--- src/hw/rtl/mtdq_pkg.sv ---
// ---------------------------------------------------------------------------
// mtdq_pkg
// Shared types and constants for the multi-timer deadline queue.
// ---------------------------------------------------------------------------
package mtdq_pkg;

  localparam int ACT_W     = 2;
  localparam int REQ_ID_W  = 16;
  localparam int DELAY_W   = 32;
  localparam int WHICH_W   = 4;
  localparam int TOTAL_W   = 32;
  localparam int CFG_W     = 5;

  localparam logic [CFG_W-1:0] CFG_RESET = 5'd16;

  localparam logic KIND_ANSWER    = 1'b0;
  localparam logic KIND_EXPIRY    = 1'b1;
  localparam logic STATUS_OK      = 1'b0;
  localparam logic STATUS_REFUSED = 1'b1;

  typedef enum logic [ACT_W-1:0] {
    ACT_SET    = 2'd0,
    ACT_CANCEL = 2'd1,
    ACT_TICK   = 2'd2
  } act_t;

  typedef enum logic [3:0] {
    S_IDLE,
    S_LOOKUP,
    S_INS_CMP,
    S_INS_SHIFT,
    S_REMOVE,
    S_ANSWER,
    S_HEAD,
    S_EXP_CNT,
    S_EXP_OUT
  } state_t;

  typedef struct packed {
    logic load;
    logic lookup;
    logic ins_cmp;
    logic ins_en;
    logic rem_en;
    logic tick;
    logic head_take;
    logic cnt_upd;
    logic ans_load;
    logic exp_load;
  } ctl_cmd_t;

  typedef struct packed {
    act_t act;
    logic req_ok;
    logic due;
    logic out_free;
  } dp_stat_t;

  typedef struct packed {
    logic ins_cmp;
    logic ins_en;
    logic rem_en;
    logic pop_en;
  } q_cmd_t;

endpackage

--- src/hw/rtl/mtdq_in_if.sv ---
// ---------------------------------------------------------------------------
// mtdq_in_if
// Request channel: set, cancel or tick transactions.
// ---------------------------------------------------------------------------
interface mtdq_in_if;

  logic                                valid;
  logic                                ready;
  logic [mtdq_pkg::ACT_W-1:0]          action;
  logic [mtdq_pkg::REQ_ID_W-1:0]       timer_id;
  logic [mtdq_pkg::DELAY_W-1:0]        delay_ticks;

  modport source (output valid, action, timer_id, delay_ticks, input ready);
  modport sink   (input valid, action, timer_id, delay_ticks, output ready);

endinterface

--- src/hw/rtl/mtdq_out_if.sv ---
// ---------------------------------------------------------------------------
// mtdq_out_if
// Result channel: status answers and expiry notices.
// ---------------------------------------------------------------------------
interface mtdq_out_if;

  logic                                valid;
  logic                                ready;
  logic                                kind;
  logic [mtdq_pkg::WHICH_W-1:0]        which_timer;
  logic                                status;
  logic [mtdq_pkg::TOTAL_W-1:0]        expiry_total;
  logic                                last;

  modport source (output valid, kind, which_timer, status, expiry_total, last,
                  input ready);
  modport sink   (input valid, kind, which_timer, status, expiry_total, last,
                  output ready);

endinterface

--- src/hw/rtl/mtdq_queue.sv ---
// ---------------------------------------------------------------------------
// mtdq_queue
// Deadline-ordered row of timer slots: insert, remove by id, pop head.
// ---------------------------------------------------------------------------
module mtdq_queue #(
  parameter int TIMER_SLOTS = 16,
  parameter int TIME_BITS   = 48
) (
  input  logic                           clk,
  input  logic                           rst_n,
  input  mtdq_pkg::q_cmd_t               cmd,
  input  logic [$clog2(TIMER_SLOTS)-1:0] new_id,
  input  logic [TIME_BITS-1:0]           new_dl,
  input  logic [$clog2(TIMER_SLOTS)-1:0] rem_id,
  input  logic [TIME_BITS-1:0]           now,
  output logic [$clog2(TIMER_SLOTS)-1:0] head_id,
  output logic                           due
);

  localparam int IDW = $clog2(TIMER_SLOTS);
  localparam int LW  = $clog2(TIMER_SLOTS + 1);

  logic [TIME_BITS-1:0]   dl_r    [TIMER_SLOTS];
  logic [IDW-1:0]         id_r    [TIMER_SLOTS];
  logic [TIME_BITS-1:0]   prev_dl [TIMER_SLOTS];
  logic [IDW-1:0]         prev_id [TIMER_SLOTS];
  logic [TIME_BITS-1:0]   next_dl [TIMER_SLOTS];
  logic [IDW-1:0]         next_id [TIMER_SLOTS];
  logic [TIMER_SLOTS-1:0] prev_keep;
  logic [TIMER_SLOTS-1:0] in_use_c;
  logic [TIMER_SLOTS-1:0] keep_c;
  logic [TIMER_SLOTS-1:0] keep_r;
  logic [TIMER_SLOTS-1:0] match_c;
  logic [TIMER_SLOTS-1:0] gone_c;
  logic [LW-1:0]          len_r;
  logic [LW-1:0]          len_nxt;

  for (genvar g = 0; g < TIMER_SLOTS; g++) begin : g_slot
    assign in_use_c[g] = LW'(g) < len_r;
    assign keep_c[g]   = in_use_c[g] && (dl_r[g] <= new_dl);
    assign match_c[g]  = in_use_c[g] && (id_r[g] == rem_id);
    assign gone_c[g]   = |match_c[g:0];

    if (g == 0) begin : g_first
      assign prev_keep[g] = 1'b1;
      assign prev_dl[g]   = new_dl;
      assign prev_id[g]   = new_id;
    end else begin : g_rest
      assign prev_keep[g] = keep_r[g-1];
      assign prev_dl[g]   = dl_r[g-1];
      assign prev_id[g]   = id_r[g-1];
    end

    if (g == TIMER_SLOTS - 1) begin : g_tail
      assign next_dl[g] = dl_r[g];
      assign next_id[g] = id_r[g];
    end else begin : g_body
      assign next_dl[g] = dl_r[g+1];
      assign next_id[g] = id_r[g+1];
    end

    always_ff @(posedge clk) begin
      if (cmd.ins_en) begin
        if (!keep_r[g]) begin
          if (prev_keep[g]) begin
            dl_r[g] <= new_dl;
            id_r[g] <= new_id;
          end else begin
            dl_r[g] <= prev_dl[g];
            id_r[g] <= prev_id[g];
          end
        end
      end else if (cmd.pop_en || (cmd.rem_en && gone_c[g])) begin
        dl_r[g] <= next_dl[g];
        id_r[g] <= next_id[g];
      end
    end
  end

  always_ff @(posedge clk) begin
    if (cmd.ins_cmp) begin
      keep_r <= keep_c;
    end
  end

  always_comb begin
    len_nxt = len_r;
    priority if (cmd.ins_en) begin
      len_nxt = len_r + LW'(1);
    end else if (cmd.rem_en || cmd.pop_en) begin
      len_nxt = len_r - LW'(1);
    end
  end

  always_ff @(posedge clk) begin
    if (!rst_n) begin
      len_r <= '0;
    end else begin
      len_r <= len_nxt;
    end
  end

  assign head_id = id_r[0];
  assign due     = (len_r != '0) && (dl_r[0] <= now);

endmodule

--- src/hw/rtl/mtdq_ctrl.sv ---
// ---------------------------------------------------------------------------
// mtdq_ctrl
// Sequencer for request handling and expiry release.
// ---------------------------------------------------------------------------
module mtdq_ctrl (
  input  logic                clk,
  input  logic                rst_n,
  input  logic                in_valid,
  output logic                in_ready,
  input  mtdq_pkg::dp_stat_t  stat,
  output mtdq_pkg::ctl_cmd_t  cmd
);

  mtdq_pkg::state_t state_r;
  mtdq_pkg::state_t state_nxt;

  always_ff @(posedge clk) begin
    if (!rst_n) begin
      state_r <= mtdq_pkg::S_IDLE;
    end else begin
      state_r <= state_nxt;
    end
  end

  always_comb begin
    state_nxt = state_r;
    cmd       = '0;
    in_ready  = 1'b0;
    unique case (state_r)
      mtdq_pkg::S_IDLE: begin
        in_ready = 1'b1;
        if (in_valid) begin
          cmd.load  = 1'b1;
          state_nxt = mtdq_pkg::S_LOOKUP;
        end
      end
      mtdq_pkg::S_LOOKUP: begin
        unique case (stat.act)
          mtdq_pkg::ACT_SET: begin
            cmd.lookup = 1'b1;
            state_nxt  = stat.req_ok ? mtdq_pkg::S_INS_CMP : mtdq_pkg::S_ANSWER;
          end
          mtdq_pkg::ACT_CANCEL: begin
            cmd.lookup = 1'b1;
            state_nxt  = stat.req_ok ? mtdq_pkg::S_REMOVE : mtdq_pkg::S_ANSWER;
          end
          mtdq_pkg::ACT_TICK: begin
            cmd.tick  = 1'b1;
            state_nxt = mtdq_pkg::S_HEAD;
          end
          default: begin
            state_nxt = mtdq_pkg::S_IDLE;
          end
        endcase
      end
      mtdq_pkg::S_INS_CMP: begin
        cmd.ins_cmp = 1'b1;
        state_nxt   = mtdq_pkg::S_INS_SHIFT;
      end
      mtdq_pkg::S_INS_SHIFT: begin
        cmd.ins_en = 1'b1;
        state_nxt  = mtdq_pkg::S_ANSWER;
      end
      mtdq_pkg::S_REMOVE: begin
        cmd.rem_en = 1'b1;
        state_nxt  = mtdq_pkg::S_ANSWER;
      end
      mtdq_pkg::S_ANSWER: begin
        if (stat.out_free) begin
          cmd.ans_load = 1'b1;
          state_nxt    = mtdq_pkg::S_IDLE;
        end
      end
      mtdq_pkg::S_HEAD: begin
        if (stat.due) begin
          cmd.head_take = 1'b1;
          state_nxt     = mtdq_pkg::S_EXP_CNT;
        end else begin
          state_nxt = mtdq_pkg::S_IDLE;
        end
      end
      mtdq_pkg::S_EXP_CNT: begin
        cmd.cnt_upd = 1'b1;
        state_nxt   = mtdq_pkg::S_EXP_OUT;
      end
      mtdq_pkg::S_EXP_OUT: begin
        if (stat.out_free) begin
          cmd.exp_load = 1'b1;
          state_nxt    = stat.due ? mtdq_pkg::S_HEAD : mtdq_pkg::S_IDLE;
        end
      end
      default: begin
        state_nxt = mtdq_pkg::S_IDLE;
      end
    endcase
  end

endmodule

--- src/hw/rtl/mtdq_dpath.sv ---
// ---------------------------------------------------------------------------
// mtdq_dpath
// Request registers, time counter, armed flags, expiry counters, result
// register and the deadline queue.
// ---------------------------------------------------------------------------
module mtdq_dpath #(
  parameter int TIMER_SLOTS = 16,
  parameter int TIME_BITS   = 48
) (
  input  logic                               clk,
  input  logic                               rst_n,
  input  mtdq_pkg::ctl_cmd_t                 cmd,
  output mtdq_pkg::dp_stat_t                 stat,
  input  logic                               cfg_we,
  input  logic [mtdq_pkg::CFG_W-1:0]         cfg_wdata,
  input  logic [mtdq_pkg::ACT_W-1:0]         in_action,
  input  logic [mtdq_pkg::REQ_ID_W-1:0]      in_timer_id,
  input  logic [mtdq_pkg::DELAY_W-1:0]       in_delay_ticks,
  output logic                               out_valid,
  input  logic                               out_ready,
  output logic                               out_kind,
  output logic [mtdq_pkg::WHICH_W-1:0]       out_which_timer,
  output logic                               out_status,
  output logic [mtdq_pkg::TOTAL_W-1:0]       out_expiry_total,
  output logic                               out_last
);

  localparam int IDW = $clog2(TIMER_SLOTS);
  localparam int TW1 = TIME_BITS + 1;

  mtdq_pkg::act_t                    act_r;
  logic [mtdq_pkg::REQ_ID_W-1:0]     id_r;
  logic [mtdq_pkg::DELAY_W-1:0]      delay_r;
  logic [mtdq_pkg::CFG_W-1:0]        cfg_r;
  logic [TIME_BITS-1:0]              now_r;
  logic [TIME_BITS-1:0]              new_dl_r;
  logic [TIMER_SLOTS-1:0]            armed_r;
  logic                              refused_r;
  logic [mtdq_pkg::TOTAL_W-1:0]      cnt_mem [TIMER_SLOTS];
  logic [TIMER_SLOTS-1:0]            cnt_vld_r;
  logic [mtdq_pkg::TOTAL_W-1:0]      rd_q_r;
  logic                              rd_vld_r;
  logic [IDW-1:0]                    exp_id_r;
  logic [mtdq_pkg::TOTAL_W-1:0]      total_r;

  logic                              out_valid_r;
  logic                              out_kind_r;
  logic [mtdq_pkg::WHICH_W-1:0]      out_which_r;
  logic                              out_status_r;
  logic [mtdq_pkg::TOTAL_W-1:0]      out_total_r;
  logic                              out_last_r;

  logic [IDW-1:0]                    id_idx;
  logic                              req_valid;
  logic                              req_armed;
  logic                              req_ok;
  logic [TW1-1:0]                    dl_sum;
  logic [TIME_BITS-1:0]              dl_sat;
  logic [IDW-1:0]                    head_id;
  logic                              due;
  logic [IDW-1:0]                    rd_addr;
  logic                              rd_en;
  logic [mtdq_pkg::TOTAL_W-1:0]      cnt_cur;
  logic [mtdq_pkg::TOTAL_W-1:0]      cnt_inc;
  logic [mtdq_pkg::TOTAL_W-1:0]      ans_total;
  logic                              out_free;
  mtdq_pkg::q_cmd_t                  q_cmd;

  assign id_idx    = id_r[IDW-1:0];
  assign req_valid = (32'(id_r) < 32'(cfg_r)) && (32'(id_r) < 32'(TIMER_SLOTS));
  assign req_armed = req_valid && armed_r[id_idx];

  always_comb begin
    unique case (act_r)
      mtdq_pkg::ACT_SET:    req_ok = req_valid && !req_armed;
      mtdq_pkg::ACT_CANCEL: req_ok = req_armed;
      default:              req_ok = 1'b0;
    endcase
  end

  assign dl_sum = {1'b0, now_r} + TW1'(delay_r);
  assign dl_sat = dl_sum[TIME_BITS] ? '1 : dl_sum[TIME_BITS-1:0];

  assign rd_en   = cmd.lookup || cmd.head_take;
  assign rd_addr = cmd.head_take ? head_id : id_idx;

  assign cnt_cur   = rd_vld_r ? rd_q_r : '0;
  assign cnt_inc   = (&cnt_cur) ? cnt_cur : cnt_cur + 32'd1;
  assign ans_total = req_valid ? cnt_cur : '0;
  assign out_free  = !out_valid_r || out_ready;

  assign q_cmd.ins_cmp = cmd.ins_cmp;
  assign q_cmd.ins_en  = cmd.ins_en;
  assign q_cmd.rem_en  = cmd.rem_en;
  assign q_cmd.pop_en  = cmd.head_take;

  mtdq_queue #(
    .TIMER_SLOTS (TIMER_SLOTS),
    .TIME_BITS   (TIME_BITS)
  ) u_queue (
    .clk     (clk),
    .rst_n   (rst_n),
    .cmd     (q_cmd),
    .new_id  (id_idx),
    .new_dl  (new_dl_r),
    .rem_id  (id_idx),
    .now     (now_r),
    .head_id (head_id),
    .due     (due)
  );

  always_ff @(posedge clk) begin
    if (cmd.load) begin
      act_r   <= mtdq_pkg::act_t'(in_action);
      id_r    <= in_timer_id;
      delay_r <= in_delay_ticks;
    end
    if (cmd.lookup) begin
      new_dl_r  <= dl_sat;
      refused_r <= !req_ok;
    end
    if (rd_en) begin
      rd_q_r   <= cnt_mem[rd_addr];
      rd_vld_r <= cnt_vld_r[rd_addr];
    end
    if (cmd.head_take) begin
      exp_id_r <= head_id;
    end
    if (cmd.cnt_upd) begin
      cnt_mem[exp_id_r] <= cnt_inc;
      total_r           <= cnt_inc;
    end
    if (cmd.ans_load) begin
      out_kind_r   <= mtdq_pkg::KIND_ANSWER;
      out_which_r  <= id_r[mtdq_pkg::WHICH_W-1:0];
      out_status_r <= refused_r ? mtdq_pkg::STATUS_REFUSED : mtdq_pkg::STATUS_OK;
      out_total_r  <= ans_total;
      out_last_r   <= 1'b1;
    end else if (cmd.exp_load) begin
      out_kind_r   <= mtdq_pkg::KIND_EXPIRY;
      out_which_r  <= mtdq_pkg::WHICH_W'(exp_id_r);
      out_status_r <= mtdq_pkg::STATUS_OK;
      out_total_r  <= total_r;
      out_last_r   <= !due;
    end
  end

  always_ff @(posedge clk) begin
    if (!rst_n) begin
      cfg_r       <= mtdq_pkg::CFG_RESET;
      now_r       <= '0;
      armed_r     <= '0;
      cnt_vld_r   <= '0;
      out_valid_r <= 1'b0;
    end else begin
      if (cfg_we) begin
        cfg_r <= cfg_wdata;
      end
      if (cmd.tick) begin
        now_r <= now_r + TIME_BITS'(1);
      end
      if (cmd.ins_en) begin
        armed_r[id_idx] <= 1'b1;
      end else if (cmd.rem_en) begin
        armed_r[id_idx] <= 1'b0;
      end else if (cmd.head_take) begin
        armed_r[head_id] <= 1'b0;
      end
      if (cmd.cnt_upd) begin
        cnt_vld_r[exp_id_r] <= 1'b1;
      end
      if (cmd.ans_load || cmd.exp_load) begin
        out_valid_r <= 1'b1;
      end else if (out_ready) begin
        out_valid_r <= 1'b0;
      end
    end
  end

  assign stat.act      = act_r;
  assign stat.req_ok   = req_ok;
  assign stat.due      = due;
  assign stat.out_free = out_free;

  assign out_valid        = out_valid_r;
  assign out_kind         = out_kind_r;
  assign out_which_timer  = out_which_r;
  assign out_status       = out_status_r;
  assign out_expiry_total = out_total_r;
  assign out_last         = out_last_r;

endmodule

--- src/hw/rtl/multi_timer_deadline_queue_top.sv ---
// Set or cancel: a refused request is answered straight after lookup, a cancel removes
// its entry first and a set compares and then shifts the queue; the block stays busy until
// the answer loads, then takes the next request. Tick: if nothing is due the block is idle
// again after the time step, else each released timer goes through take head, counter
// read-modify-write and result load. One transaction in flight; a stalled sink holds the block.
// Reset clears time, queue length, armed flags and counter valid bits at once; no sweep.
// ---------------------------------------------------------------------------
// multi_timer_deadline_queue_top
// Bank of one-shot timers released in deadline order on each tick.
// ---------------------------------------------------------------------------
module multi_timer_deadline_queue_top #(
  parameter int TIMER_SLOTS = 16,
  parameter int TIME_BITS   = 48
) (
  input  logic                        clk,
  input  logic                        rst_n,
  mtdq_in_if.sink                     in_if,
  mtdq_out_if.source                  out_if,
  input  logic                        cfg_we,
  input  logic [mtdq_pkg::CFG_W-1:0]  cfg_wdata
);

  mtdq_pkg::ctl_cmd_t cmd;
  mtdq_pkg::dp_stat_t stat;
  logic               in_ready;

  assign in_if.ready = in_ready;

  mtdq_ctrl u_ctrl (
    .clk      (clk),
    .rst_n    (rst_n),
    .in_valid (in_if.valid),
    .in_ready (in_ready),
    .stat     (stat),
    .cmd      (cmd)
  );

  mtdq_dpath #(
    .TIMER_SLOTS (TIMER_SLOTS),
    .TIME_BITS   (TIME_BITS)
  ) u_dpath (
    .clk              (clk),
    .rst_n            (rst_n),
    .cmd              (cmd),
    .stat             (stat),
    .cfg_we           (cfg_we),
    .cfg_wdata        (cfg_wdata),
    .in_action        (in_if.action),
    .in_timer_id      (in_if.timer_id),
    .in_delay_ticks   (in_if.delay_ticks),
    .out_valid        (out_if.valid),
    .out_ready        (out_if.ready),
    .out_kind         (out_if.kind),
    .out_which_timer  (out_if.which_timer),
    .out_status       (out_if.status),
    .out_expiry_total (out_if.expiry_total),
    .out_last         (out_if.last)
  );

  a_queue_ops_exclusive: assert property (@(posedge clk) disable iff (!rst_n)
    $onehot0({cmd.ins_en, cmd.rem_en, cmd.head_take}))
    else $error("queue update commands overlap");

  a_take_only_when_due: assert property (@(posedge clk) disable iff (!rst_n)
    cmd.head_take |-> stat.due)
    else $error("head taken while not due");

  a_answer_is_last: assert property (@(posedge clk) disable iff (!rst_n)
    (out_if.valid && (out_if.kind == mtdq_pkg::KIND_ANSWER)) |-> out_if.last)
    else $error("status answer without last");

  a_one_in_flight: assert property (@(posedge clk) disable iff (!rst_n)
    (in_if.valid && in_if.ready) |=> !in_if.ready)
    else $error("second transaction taken while busy");

endmodule
--- src/flat_wrapper.sv ---
// flat-port wrapper written by rule: the top's interface ports become plain ports
module multi_timer_deadline_queue_top_flat 
#(
  parameter int TIMER_SLOTS = 16,
  parameter int TIME_BITS   = 48
)
  (clk, rst_n, cfg_we, cfg_wdata, in_if_valid, in_if_action, in_if_timer_id, in_if_delay_ticks, in_if_ready, out_if_valid, out_if_kind, out_if_which_timer, out_if_status, out_if_expiry_total, out_if_last, out_if_ready);
  mtdq_in_if in_if_i ();
  mtdq_out_if out_if_i ();
  input  logic clk;
  input  logic rst_n;
  input  logic cfg_we;
  input  logic [mtdq_pkg::CFG_W-1:0] cfg_wdata;
  input wire logic [$bits(in_if_i.valid)-1:0] in_if_valid;
  input wire logic [$bits(in_if_i.action)-1:0] in_if_action;
  input wire logic [$bits(in_if_i.timer_id)-1:0] in_if_timer_id;
  input wire logic [$bits(in_if_i.delay_ticks)-1:0] in_if_delay_ticks;
  output wire logic [$bits(in_if_i.ready)-1:0] in_if_ready;
  output wire logic [$bits(out_if_i.valid)-1:0] out_if_valid;
  output wire logic [$bits(out_if_i.kind)-1:0] out_if_kind;
  output wire logic [$bits(out_if_i.which_timer)-1:0] out_if_which_timer;
  output wire logic [$bits(out_if_i.status)-1:0] out_if_status;
  output wire logic [$bits(out_if_i.expiry_total)-1:0] out_if_expiry_total;
  output wire logic [$bits(out_if_i.last)-1:0] out_if_last;
  input wire logic [$bits(out_if_i.ready)-1:0] out_if_ready;
  assign in_if_i.valid = in_if_valid;
  assign in_if_i.action = in_if_action;
  assign in_if_i.timer_id = in_if_timer_id;
  assign in_if_i.delay_ticks = in_if_delay_ticks;
  assign in_if_ready = in_if_i.ready;
  assign out_if_valid = out_if_i.valid;
  assign out_if_kind = out_if_i.kind;
  assign out_if_which_timer = out_if_i.which_timer;
  assign out_if_status = out_if_i.status;
  assign out_if_expiry_total = out_if_i.expiry_total;
  assign out_if_last = out_if_i.last;
  assign out_if_i.ready = out_if_ready;
  multi_timer_deadline_queue_top #(.TIMER_SLOTS(TIMER_SLOTS), .TIME_BITS(TIME_BITS)) u_core (.clk(clk), .rst_n(rst_n), .in_if(in_if_i), .out_if(out_if_i), .cfg_we(cfg_we), .cfg_wdata(cfg_wdata));
endmodule
--- config.mk ---
export PLATFORM = sky130hd
export DESIGN_NAME = multi_timer_deadline_queue_top_flat
export DESIGN_NICKNAME = d
export VERILOG_FILES = /design/src/hw/rtl/mtdq_pkg.sv /design/src/hw/rtl/mtdq_in_if.sv /design/src/hw/rtl/mtdq_out_if.sv /design/src/hw/rtl/mtdq_queue.sv /design/src/hw/rtl/mtdq_ctrl.sv /design/src/hw/rtl/mtdq_dpath.sv /design/src/hw/rtl/multi_timer_deadline_queue_top.sv /design/src/flat_wrapper.sv
export SDC_FILE = /design/constraint.sdc
export NUM_CORES = 2
export LEC_CHECK = 0
export BUFFER_PORTS_ARGS = -buffer_cell sky130_fd_sc_hd__buf_2
export CAP_MARGIN = 20
export CORE_UTILIZATION = 50
export DETAILED_ROUTE_END_ITERATION = 10
export HOLD_SLACK_MARGIN = 0.03
export PLACE_DENSITY = 0.65
export SYNTH_ARGS = -nofsm -noshare
export SYNTH_HDL_FRONTEND = slang
export SYNTH_SLANG_ARGS = --single-unit
--- constraint.sdc ---
create_clock -name clk -period 15.6 [get_ports clk]
set_input_delay 0.78 -clock clk [delete_from_list [all_inputs] [get_ports clk]]
set_output_delay 0.78 -clock clk [all_outputs]
set_load 0.02 [all_outputs]
==> run summary <==
### Status
* **status** finished clean

### Logic synthesis
* **Adder-Cell Fraction of Synth Area** 10.7%
* **compound-gate portion of the synthesized area** 15.8%
* **Mapped Avg Cell Area** 10.5 um^2
* **top flip-flop cell by instance count after synthesis** sky130_fd_sc_hd__edfxtp_1
* **net count after synthesis** 10,500
* **simple-gate share of the synthesized area** 12.8%
* **Seq cells post-synth** 1,662
* **share of cell area taken by muxes after synthesis** 7.68%
* **main area contributors after synthesis** sky130_fd_sc_hd__edfxtp_1 47%, sky130_fd_sc_hd__ha_1 11%, sky130_fd_sc_hd__mux2i_1 6.3%
* **combinational family with the most area after synthesis** compound AO/OA/AOI/OAI gates
* **Synthesis Warnings** 0
* **post-synth cell types** 80
* **parity-gate share of the synthesized area counting xor and xnor cells** 1.36%
* **top-area cell type share of the netlist area** 46.7%
* **most frequently used cell type in the post-synthesis netlist** sky130_fd_sc_hd__edfxtp_1
* **Post-synth top cells** 1,565 x sky130_fd_sc_hd__edfxtp_1, 1,172 x sky130_fd_sc_hd__nand2_1, 861 x sky130_fd_sc_hd__ha_1
* **number of synthesized flops with an enable pin** 1,565
* **Post-synth ARST share** 0%
* **dominant cell type by area after synthesis** sky130_fd_sc_hd__edfxtp_1
* **sequential area share after synthesis** 48.6%
* **number of cells produced by synthesis** 9,576
* **post-synthesis instance area** 101,000 um^2

### Timing
* **max_slew headroom** 16.1%
* **measured slew at the worst slew-check pin** 1.26 ns
* **least setup slack across all paths after layout** 9.10 ns
* **final period demand of the worst path** 6.50 ns
* **final hold violations** 0
* **worst-case clock skew** 0.0366 ns
* **FMAX** 154 MHz
* **final cycle utilization of the critical path** 41.7%
* **final setup fails** 0
* **Post-Route Setup TNS** 0 ns
* **max-slew violation total from the final report** 0
* **unrepaired setup endpoints after global routing** no

### Setup path
* **largest delay contributor family on the critical path** simple AND/OR/NAND/NOR gates
* **slowest CP cell** sky130_fd_sc_hd__nor4_1
* **cells along the critical path** inv_1, ha_1, nand4_1, nor4_1, a31oi_1, a21boi_0, nor3_2, nand2_4, inv_1, buf_4, nor3_4, buf_4, o41ai_4, buf_4, o21bai_4, buf_4
* **most frequent cell on the critical path** sky130_fd_sc_hd__buf_4
* **arrival time worst endpoint** 7.01 ns
* **maximum single-stage delay on the critical path** 0.86 ns
* **Buf/Inv on CP** 6
* **crit path max fanout** 53
* **Worst Path Class, Setup** flip-flop to flip-flop
* **required time worst endpoint** 16.11 ns
* **Critical Path Sink Type** flip-flop
* **CP Launch Type** flip-flop

### Detailed routing
* **Pre-Repair DR Iteration Count** 6
* **via count of the routed design** 80,000
* **average wire per cell in the routed design** 27.0 um
* **drt initial violations** 9,953
* **Post-Route WL** 332,000 um
* **Via density** 6.50
* **number of remaining DRC errors** 0
* **Post-DRT Antenna Nets** 0

### Die
* **total core area** 200,000 um^2
* **number of top-level design ports** 101
* **overall die width** 451 um
* **height of the die** 451 um
* **effective utilization at floorplan** 50.3%
* **Site Rows** 164
* **Die Area** 203,000 um^2

### Global route
* **maximum number of pins on one net before global-route repair** 201
* **wire length of the first global-routing pass** 493,000 um
* **Global Route met2 Usage** 47.7%
* **number of antenna violations at the first check in global routing** 8
* **met3 GRT Util** 4.86%
* **Congestion Overflow GR** 0
* **gr usage total** 32.0%
* **global routing usage on met1** 45.5%
* **number of global-route vias before repair** 76,000
* **Most Used Layer, Global Route** met2

### Clock tree
* **CTS tree** built
* **Sink Count** 1,662
* **quantity of gates resized following cts** 0
* **register clock-pin slew on the reported worst setup and hold paths** 0.06 ns
* **buffer type at the clock tree root** sky130_fd_sc_hd__clkbuf_16
* **CTS H-Tree Depth** 4
* **Clock Latency Late Sink** 0.87 ns
* **maximum buffer depth of the clock tree** 3
* **Post-CTS Setup Bufs** 0
* **hold buffers post-CTS** 1
* **number of buffers created by CTS** 185

### Power and ir drop
* **Pwr Total** 10.6 mW
* **leakage power** 39.9 nW
* **Max IR drop VDD** 0.110 mV
* **Power per Cell Area** 95.6 nW/um^2

### Place
* **detailed placer's ending HPWL** 230,000 um
* **setup slack after placement** 9.01 ns
* **Routability Congestion** 0.990
* **Port Buf Inserts** 100

### Final layout
* **Area growth syn-to-layout** 10.2%
* **share of cells above drive strength 1** 8.38%
* **final core utilization** 55.5%
* **Layout fillers** 17,000
* **final net count** 10,400

### Run
* **number of maximum-capacitance constraint violations** 0

### Min path
* **worst min-delay path category** primary input to flip-flop

-- through the flow --
| step | hold slack, ns | area (um^2) | instances |
|---|---|---|---|
| final | 0.0959 | 111000 | 12300 |
| after global routing | 0.0673 | 111000 | 12300 |
| after CTS | 0.0309 | 111000 | 12300 |
| after detailed placement | 0.452 | 105000 | 11900 |
| after global placement | 0.444 | 105000 | 11900 |
| after floorplan | 0.424 | 101000 | 9576 |
-- power breakdown --
group | switching [mW] | leakage (nW) | internal (mW)
registers | 0.0748 | 15.0 | 4.97
clock network | 1.94 | 2.95 | 2.50
logic | 0.730 | 22.0 | 0.391
total | 2.74 | 39.9 | 7.85
-- kinds of logic after synthesis --
family | count (synthesis)
adders and majority gates | 862
and+or+nand+nor | 2803
buffers and inverters | 789
xor gates and xnor gates | 156
muxes | 752
AOI/OAI and AO/OA | 2552
DFF | 1662
-- registers in the layout, indices dropped and copies added (netlist names), 2 cells and up --
signal,count
u_core.u_dpath.rd_q_r,32
u_core.u_dpath.u_queue.dl_r,768
u_core.u_dpath.act_r,2
u_core.u_dpath.now_r,48
u_core.u_dpath.total_r,32
u_core.u_dpath.delay_r,32
u_core.u_ctrl.state_r,4
u_core.u_dpath.u_queue.keep_r,16
u_core.u_dpath.cfg_r,5
u_core.u_dpath.new_dl_r,48
u_core.u_dpath.u_queue.id_r,64
u_core.u_dpath.id_r,16
u_core.u_dpath.out_expiry_total,32
u_core.u_dpath.armed_r,16
u_core.u_dpath.cnt_vld_r,16
u_core.u_dpath.out_which_timer,4
u_core.u_dpath.exp_id_r,4
u_core.u_dpath.cnt_mem,512
u_core.u_dpath.u_queue.len_r,5
-- worst paths after layout --
kind	startpoint	endpoint	slack, ns	depth (start not counted)
worst max-delay path	u_core.u_dpath.now_r[3]	u_core.u_dpath.u_queue.dl_r[3][138]	9.10	16
worst min-delay path	in_if_timer_id[12]	u_core.u_dpath.id_r[12]	0.1	1
worst max register to register	u_core.u_dpath.now_r[3]	u_core.u_dpath.u_queue.dl_r[3][138]	9.10	16
worst min register to register	u_core.u_dpath.cnt_vld_r[15]	u_core.u_dpath.cnt_vld_r[15]	0.47	1
-- cells in the final DEF (no fill, tap or decap), types with 32 or more instances in the layout --
cell type / netlist / final
sky130_fd_sc_hd__clkbuf_1: 576 / 38
sky130_fd_sc_hd__a211oi_1: 213 / 209
sky130_fd_sc_hd__nor2_1: 615 / 598
sky130_fd_sc_hd__edfxtp_1: 1565 / 1565
sky130_fd_sc_hd__mux2_1: 48 / 48
sky130_fd_sc_hd__nand2b_1: 239 / 239
sky130_fd_sc_hd__o21a_1: 91 / 91
sky130_fd_sc_hd__a22oi_1: 220 / 220
sky130_fd_sc_hd__mux2_2: 65 / 65
sky130_fd_sc_hd__a21o_1: 275 / 274
sky130_fd_sc_hd__o211ai_1: 36 / 36
sky130_fd_sc_hd__nor3_1: 78 / 55
sky130_fd_sc_hd__clkinv_2: 0 / 35
sky130_fd_sc_hd__o22ai_1: 173 / 173
sky130_fd_sc_hd__or4_1: 45 / 45
sky130_fd_sc_hd__buf_2: 28 / 100
sky130_fd_sc_hd__o2111ai_1: 32 / 32
sky130_fd_sc_hd__xnor2_1: 113 / 113
sky130_fd_sc_hd__mux2i_1: 634 / 633
sky130_fd_sc_hd__nand3_1: 151 / 148
sky130_fd_sc_hd__clkbuf_16: 0 / 187
sky130_fd_sc_hd__o21ai_0: 539 / 528
sky130_fd_sc_hd__a311oi_1: 34 / 34
sky130_fd_sc_hd__a21oi_1: 766 / 758
sky130_fd_sc_hd__and2_1: 59 / 58
sky130_fd_sc_hd__dfxtp_1: 97 / 97
sky130_fd_sc_hd__buf_4: 0 / 239
sky130_fd_sc_hd__inv_1: 162 / 159
sky130_fd_sc_hd__nand4_1: 224 / 224
sky130_fd_sc_hd__ha_1: 861 / 861
sky130_fd_sc_hd__nand2_1: 1172 / 1169
sky130_fd_sc_hd__xor2_1: 43 / 43
sky130_fd_sc_hd__nor2b_1: 84 / 83
sky130_fd_sc_hd__clkinv_1: 0 / 37
-- metal layers --
layer,up-vias,part of all wire (%)
li1,35900,-
met1,39300,43
met2,4116,43
met3,687,9.2
met4,6,5.0
met5,-,0.012
-- cell type report --
class	instances	area [um^2]	area share, %
Multi-Input combinational cell	7125	49500	44.6
Sequential cell	1662	48900	44.1
Clock buffer	231	4900	4.42
Tap cell	2656	3320	3.00
Timing Repair Buffer	349	2470	2.23
Clock inverter	111	1140	1.02
Inverter	162	613	0.553
Antenna cell	5	12.5	0.0113
Power figures use the tool's default switching activity.
